[src/cltok_pkg.sv]
// shared types and constants of the command line tokenizer
package cltok_pkg;

    // character codes
    localparam logic [7:0] CH_NUL   = 8'h00;
    localparam logic [7:0] CH_SPACE = 8'h20;
    localparam logic [7:0] CH_QUOTE = 8'h22;
    localparam logic [7:0] CH_MINUS = 8'h2D;
    localparam logic [7:0] CH_ZERO  = 8'h30;
    localparam logic [7:0] CH_NINE  = 8'h39;

    // number limits
    localparam logic [31:0] NUM_POS_MAX = 32'h7FFF_FFFF;
    localparam logic [35:0] NUM_SAT     = 36'h0_8000_0000;

    // result queue: room for one full burst of three plus two queued words
    localparam int Q_DEPTH = 5;
    localparam int Q_CNT_W = $clog2(Q_DEPTH + 1);
    localparam int Q_IDX_W = $clog2(Q_DEPTH);
    localparam int MAX_RES = 3;

    typedef enum logic [1:0] {
        KIND_CHAR  = 2'd0,
        KIND_WORD  = 2'd1,
        KIND_VALUE = 2'd2,
        KIND_LINE  = 2'd3
    } t_kind;

    typedef enum logic [2:0] {
        MODE_IDLE   = 3'd0,
        MODE_WORD   = 3'd1,
        MODE_QUOTE  = 3'd2,
        MODE_MINUS  = 3'd3,
        MODE_NUMBER = 3'd4,
        MODE_FULL   = 3'd5
    } t_mode;

    typedef struct packed {
        logic [7:0] char_byte;
        logic       line_end;
    } t_in_word;

    typedef struct packed {
        t_kind              kind;
        logic [2:0]         token_index;
        logic [4:0]         char_pos;
        logic [7:0]         char_value;
        logic [4:0]         word_length;
        logic signed [31:0] number_value;
        logic [3:0]         word_count;
        logic               last_of_run;
    } t_out_word;

    // results of one processed word, handed from scanner to queue
    typedef struct packed {
        logic [1:0]               count;
        t_out_word [MAX_RES-1:0]  items;
    } t_scan_res;

endpackage

[src/cltok_chan_if.sv]
// valid/ready channel carrying one payload word
interface cltok_chan_if #(parameter type T = logic);
    logic valid;
    logic ready;
    T     data;

    modport source (output valid, output data, input ready);
    modport sink (input valid, input data, output ready);
endinterface

[src/cltok_outq.sv]
// result queue: takes up to three results a cycle, sends one word a cycle while the output is ready
module cltok_outq (
    input  logic                 i_clk,
    input  logic                 i_rst_n,
    input  cltok_pkg::t_scan_res i_push,
    output logic                 o_room,
    cltok_chan_if.source         o_out
);
    import cltok_pkg::*;

    t_out_word [Q_DEPTH-1:0] r_q, n_q;
    logic [Q_CNT_W-1:0]      r_count, n_count;
    logic [Q_CNT_W-1:0]      base;
    logic                    pop;

    assign pop         = o_out.valid && o_out.ready;
    assign o_out.valid = (r_count != '0);
    assign o_out.data  = r_q[0];
    // room for a full burst, judged on the registered fill level
    assign o_room      = (r_count <= Q_CNT_W'(Q_DEPTH - MAX_RES));

    // shift out the head, then append the new results
    always_comb begin
        n_q  = r_q;
        base = r_count - Q_CNT_W'(pop);
        if (pop) begin
            for (int j = 0; j < Q_DEPTH - 1; j++) n_q[j] = r_q[j + 1];
        end
        for (int i = 0; i < MAX_RES; i++) begin
            if (2'(i) < i_push.count) n_q[Q_IDX_W'(base + Q_CNT_W'(i))] = i_push.items[i];
        end
        n_count = base + Q_CNT_W'(i_push.count);
    end

    // payload storage
    always_ff @(posedge i_clk) begin
        r_q <= n_q;
    end

    // fill level
    always_ff @(posedge i_clk) begin
        if (!i_rst_n) begin
            r_count <= '0;
        end else begin
            r_count <= n_count;
        end
    end

endmodule

[src/flat_wrapper.sv]
// flat-port wrapper written by rule: the top's interface ports become plain ports
module cltok_outq_flat import cltok_pkg::*;
  (i_clk, i_rst_n, i_push, o_room, o_out_valid, o_out_data, o_out_ready);
  cltok_chan_if o_out_i ();
  input  logic i_clk;
  input  logic i_rst_n;
  input  cltok_pkg::t_scan_res i_push;
  output logic o_room;
  output wire logic [$bits(o_out_i.valid)-1:0] o_out_valid;
  output wire logic [$bits(o_out_i.data)-1:0] o_out_data;
  input wire logic [$bits(o_out_i.ready)-1:0] o_out_ready;
  assign o_out_valid = o_out_i.valid;
  assign o_out_data = o_out_i.data;
  assign o_out_i.ready = o_out_ready;
  cltok_outq u_core (.i_clk(i_clk), .i_rst_n(i_rst_n), .i_push(i_push), .o_room(o_room), .o_out(o_out_i));
endmodule
[config.mk]
export PLATFORM = sky130hd
export DESIGN_NAME = cltok_outq_flat
export DESIGN_NICKNAME = d
export VERILOG_FILES = /design/src/cltok_pkg.sv /design/src/cltok_chan_if.sv /design/src/cltok_outq.sv /design/src/flat_wrapper.sv
export SDC_FILE = /design/constraint.sdc
export NUM_CORES = 1
export LEC_CHECK = 0
export BUFFER_PORTS_ARGS = -buffer_cell sky130_fd_sc_hd__buf_2
export CAP_MARGIN = 10
export CORE_AREA = 2 2 73 75
export CTS_BUF_LIST = sky130_fd_sc_hd__clkbuf_4 sky130_fd_sc_hd__clkbuf_8 sky130_fd_sc_hd__clkbuf_16
export DETAILED_ROUTE_END_ITERATION = 12
export DIE_AREA = 0 0 75 77
export PLACE_DENSITY = 0.63
export SLEW_MARGIN = 20
export SYNTH_ARGS = -nofsm -noshare
export SYNTH_HDL_FRONTEND = slang
export SYNTH_SLANG_ARGS = --single-unit
[constraint.sdc]
create_clock -name i_clk -period 2.9 [get_ports i_clk]
set_input_delay 0.29 -clock i_clk [delete_from_list [all_inputs] [get_ports i_clk]]
set_output_delay 0.29 -clock i_clk [all_outputs]
set_load 0.02 [all_outputs]
==> results of run 1 <==
[power by group through the flow]
stage / combinational (uW) / clock (uW) / sequential (uW)
CTS: 798 / 144 / 212
global route: 902 / 150 / 222
detailed placement: 791 / 0 / 214
finish: 795 / 140 / 213
global placement: 783 / 0 / 213
floorplan: 609 / 0 / 213
[logic make-up after synthesis]
kind of cell             count (synthesis)  share of synthesized area [%]
adder cells (fa/ha/maj)                  5                           10.3
flip-flops                               8                           23.4
AND/OR/NAND/NOR                         32                           28.6
multiplexers                             5                           7.88
buffers and inverters                   10                           5.49
XOR/XNOR                                 4                           7.33
AO/OA/AOI/OAI                           17                           17.0
[per-stage QoR]
stage                     total power, uW  hold slack (ps)  std cells  setup slack, ps
after floorplan                       822              412         81              157
final                                1150              280        162              399
after detailed placement             1010              527        159              392
after global routing                 1270              305        162              192
after global placement                996              515        159              458
after CTS                            1150              280        162              385
[per-layer routing]
layer  GRT usage [%]  wire [um]
met1            9.51        785
met3            1.97         87
met4            5.36         64
met5               0          0
met2            10.4        758
[state kept, by name (all words and copies together) (netlist names)]
name               cells
u_core.o_out.data      1
u_core.r_q             4
u_core.r_count         3
[final cells by class]
| cell class | count | area [sq um] |
|---|---|---|
| clock buffer | 3 | 41.3 |
| fill | 564 | 4120 |
| inverter | 6 | 22.5 |
| multi-input combinational | 63 | 485 |
| sequential | 8 | 160 |
| tap | 70 | 87.6 |
| timing repair buffer | 12 | 65.1 |
[how the worst min path moves through the flow]
stage | end | slack [ps] | start | cells after the start
after global routing | u_core.r_count[2] | 310 | i_rst_n | 2
after global placement | u_core.r_count[1] | 510 | i_rst_n | 2
after CTS | u_core.r_count[1] | 280 | i_rst_n | 2
after floorplan | u_core.r_count[1] | 410 | i_rst_n | 1
final | u_core.r_count[1] | 280 | i_rst_n | 2
after detailed placement | u_core.r_count[1] | 530 | i_rst_n | 2
[cells in the final DEF (no fill, tap or decap), types with 3 or more instances in the layout]
cell type  count
a31oi_1        3
o211ai_1       4
nor2_1         4
dfxtp_1        8
a21oi_1        4
nor3_1         5
and2_1         3
mux2_1         3
ha_1           4
inv_1          6
clkbuf_8       3
nand4_1        6
or4_1          3
buf_2         10
[worst register-to-register path: cells and delay by family, from the launching register on]
kind | cells | cell delay [ps]
buffers and inverters | 2 | 250
adder cells (fa/ha/maj) | 3 | 670
XOR/XNOR | 1 | 310
flip-flops | 1 | 330
AND/OR/NAND/NOR | 1 | 210
AO/OA/AOI/OAI | 3 | 670
==> run metrics, run 1 <==
Worst Max-Slew Pin Slew=666 ps; most numerous cell in the Yosys netlist=dfxtp_1; HP Class=in2reg; root buffer selected by CTS=clkbuf_8; row cnt=26; max_cap viols=0; Residual DRC=0; FF+latch count, synth=8; dominant synthesized flop cell=dfxtp_1; CTS clk-pin slew, worst paths=40 ps; Overflow after GRT=0; Post-Syn Area=683 sq um; Tcrit/Tclk final=86.2%; reg2reg start=u_core.r_count[0]; HPWL Detailed=1.30 mm; Worst slew margin=55.5%; WP buf/inv=2; NetSw=536 uW; RSZ-0062 raised after global routing=false; Detail Route Antenna Nets=0; Via Count=667; Core Area=0.00498 sq mm; Die Area=0.00578 sq mm; Async SR Flop Fraction=0%; clock power share=12.2%; vias in the first global route=659; peak supply drop=564 uV; Max Clock Freq=0.400 GHz; die width=75 um; Critical Path Sink Type=flop; most used cell along the critical path=ha_1; Fin Clk Skew=2.60 ps; area leader, netlist=dfxtp_1; post-CTS resize count=0; endpoints failing hold=0; total wire length=1.70 mm; share of post-route cells with drive strength above 1=22.8%; Setup violations, final=0; antenna cell count=0; total internal power=612 uW; dominant cells by area after synthesis=dfxtp_1 23%, ha_1 7.3%, nand4_1 5.5%; drt first pass iters=4; CP max-delay cell=dfxtp_1; PwrDens=1330 mW/mm^2; CTS max path bufs=2; worst reg2reg setup slack=400 ps; outcome=complete, no violations; Comb power frac=69.3%; GRT Overall Usage=7.43%; Setup Buffers After CTS=0; CP Launch Point=u_core.r_count[0]; Yosys cell types=33; crit path to=u_core.o_out.data; net count after synthesis=271; critical path depth=10; synthesized area per cell=8.43 sq um; share of the synthesized area in the top cell type=23.4%; cell chain of the critical path=o31ai_2 -> inv_1 -> ha_1 -> ha_1 -> inv_1 -> ha_1 -> xnor3_2 -> and3_4 -> a211o_1 -> a21oi_1; sequential-to-total area share from yosys stat=23.4%; Cell Area, Placed=821 sq um; Period minus WS final=2500 ps; Post-synth EDFFs=0; Worst setup SP type=flop; hold bufs inserted after CTS=0; detailed router's first-iteration violation count=24; leakage=0.000331 uW; synth warn=0; Final Max Tran Viols=0; # port buffers=10; Num CTS Buffers=3; largest net degree at the start of global routing=12; CTS tree=yes; vias per inst=4.12; Net Sw Frac=46.7%; initial core utilization=13.7%; WL/cell=10.5 um; CP max stage delay=330 ps; H-tree Lvls=1; TNS Setup=0 ps; IO Pins=188; routability cong.=0.756; Clk Latency, worst-skew pair=240 ps; first-pass GRT wire length=3.20 mm; Top delay family on crit path=compound AO/OA/AOI/OAI gates; CP required=3070 ps; antenna violations before repair=0; Clock Sinks=8; Reg power frac=18.5%; Area Growth Syn to Fin=26.2%; top cells by instance count after synthesis=8 x dfxtp_1, 6 x inv_1, 6 x nand4_1; critical path class=reg2reg; Crit path arrival time=2670 ps; RR Endpoint=u_core.o_out.data; post-layout util=17.3%; die height=77 um; FF-to-FF path depth=10; Worst Path Max Fanout=7; Synth Instances=81; Finished Cell Area=862 sq um; nets=284
Power figures use the tool's default switching activity.
==> run 2: changes to the inputs <==
--- a/config.mk
+++ b/config.mk
@@ -11,7 +11,7 @@
 export CTS_BUF_LIST = sky130_fd_sc_hd__clkbuf_4 sky130_fd_sc_hd__clkbuf_8 sky130_fd_sc_hd__clkbuf_16
 export DETAILED_ROUTE_END_ITERATION = 12
 export DIE_AREA = 0 0 75 77
-export PLACE_DENSITY = 0.63
+export PLACE_DENSITY = 0.58
 export SLEW_MARGIN = 20
 export SYNTH_ARGS = -nofsm -noshare
 export SYNTH_HDL_FRONTEND = slang
==> run 2 against run 1 <==
Compared with the run above:
- cell count is the same
- register-to-register slack is essentially flat
- core utilization is the same
- final area is the same
- largest cell class unchanged
- highest routed layer unchanged
==> run metrics, run 2 (synthesized netlist as in run 1, its figures left out) <==
non-filler cells, final=162 (unchanged); Final Max Tran Viols=0 (unchanged); vias per inst=4.06 (-1.5%); Area Growth Syn to Fin=26.2% (unchanged); die height=77 um (unchanged); HP Class=in2reg; total wire length=1.75 mm (+2.9%); share of post-route cells with drive strength above 1=22.8% (unchanged); HPWL Detailed=1.35 mm (+4.1%); Clock Sinks=8 (unchanged); nets=284 (unchanged); number of cells after detailed placement=159 (unchanged); peak supply drop=584 uV (+3.6%); RSZ-0062 raised after global routing=false; Max Clock Freq=0.398 GHz (-0.39%); Tcrit/Tclk final=86.6% (+0.34 points); endpoints failing hold=0 (unchanged); Worst setup SP type=flop; # port buffers=10 (unchanged); root buffer selected by CTS=clkbuf_8; largest net degree at the start of global routing=12 (unchanged); routability cong.=0.778 (+2.9%); vias in the first global route=644 (-2.3%); Clk Latency, worst-skew pair=230 ps (about the same); Tot Pwr=1150 uW (+0.47%); die width=75 um (unchanged); CTS tree=yes; Overflow after GRT=0 (unchanged); CP Launch Point=u_core.r_count[2]; first-pass GRT wire length=3.11 mm (-2.8%); Detail Route Antenna Nets=0 (unchanged); Worst Max-Slew Pin Slew=713 ps (+47.5 ps); CTS clk-pin slew, worst paths=40 ps (about the same); CTS max path bufs=2 (unchanged); antenna violations before repair=0 (unchanged); Period minus WS final=2510 ps (+9.88 ps); # fillers=564 (unchanged); leakage=0.000331 uW (unchanged); Setup Buffers After CTS=0 (unchanged); Fin Clk Skew=2.05 ps (-0.548 ps); critical path class=reg2reg; post-CTS resize count=0 (unchanged); max reg flops=4 (unchanged); Biggest register=u_core.r_q; Via Count=657 (-1.5%); antenna cell count=0 (unchanged); max_cap viols=0 (unchanged); IO Pins=188 (unchanged); Worst slew margin=52.3% (-3.2 points); CP required=3060 ps (about the same); detailed router's first-iteration violation count=40 (+67%); PwrDens=1340 mW/mm^2 (+0.47%); most common cell after layout, fill and taps aside=buf_2; Hold Startpoint=i_rst_n; outcome=complete, no violations; Critical Path Sink Type=flop; drt first pass iters=4 (unchanged); initial core utilization=13.7% (unchanged); GRT Overall Usage=7.13% (-0.30 points); Crit path arrival time=2670 ps (about the same); reg2reg start=u_core.r_count[2]; H-tree Lvls=1 (unchanged); Worst Path Max Fanout=7 (unchanged); Core Area=0.00498 sq mm (unchanged); Setup violations, final=0 (unchanged); Num CTS Buffers=3 (unchanged); Residual DRC=0 (unchanged); WL/cell=10.8 um (+2.9%); most frequent cells in the layout=10 x buf_2, 8 x dfxtp_1, 6 x inv_1, 6 x nand4_1, 5 x nor3_1; Min Hold Slack=276 ps (-4.03 ps); hold bufs inserted after CTS=0 (unchanged); Die Area=0.00578 sq mm (unchanged); row cnt=26 (unchanged); TNS Setup=0 ps (unchanged)
## run 2: stage by stage
stage,setup slack [ps],cell area [sq um],utilization [%]
2_1_floorplan,157,683,-
3_3_place_gp,404,821,16.5
3_5_place_dp,394,821,16.5
4_1_cts,374,862,17.3
5_1_grt,180,862,17.3
6_report,389,862,17.3
## run 2: cell type report
class	count	area (sq um)	area share [%]
multi-input combinational	63	485	56.3
sequential	8	160	18.6
tap	70	87.6	10.2
timing repair buffer	12	65.1	7.55
clock buffer	3	41.3	4.79
inverter	6	22.5	2.61
## run 2: layer usage
layer	wire length (um)	GRT usage (%)	vias up	part of all wire, %
met4	34	3.04	0	1.9
met3	106	3.29	4	6.1
met2	776	9.56	21	44
met5	0	0	-	0
met1	828	9.63	300	47
li1	-	-	332	-
## run 2: where the power goes
part | total (uW) | internal, uW | switching [uW]
Combinational | 801 | 349 | 451
Sequential | 215 | 173 | 42.1
Clock | 138 | 90.3 | 48.1
Total | 1150 | 612 | 541
## run 2: worst paths after layout
kind	depth (start not counted)	to	slack [ps]
worst max-delay path	10	u_core.o_out.data	390
worst min-delay path	2	u_core.r_count[2]	280
worst max register to register	10	u_core.o_out.data	390
worst min register to register	2	u_core.r_q[240]	540
## run 2: critical path, cell delays in order, from the launching register on
cell and delay, ps:
dfxtp_1 370, o31ai_2 240, inv_1 70, ha_1 180, ha_1 280, inv_1 190, ha_1 190, xnor3_2 320
and3_4 200, a211o_1 260, a21oi_1 120
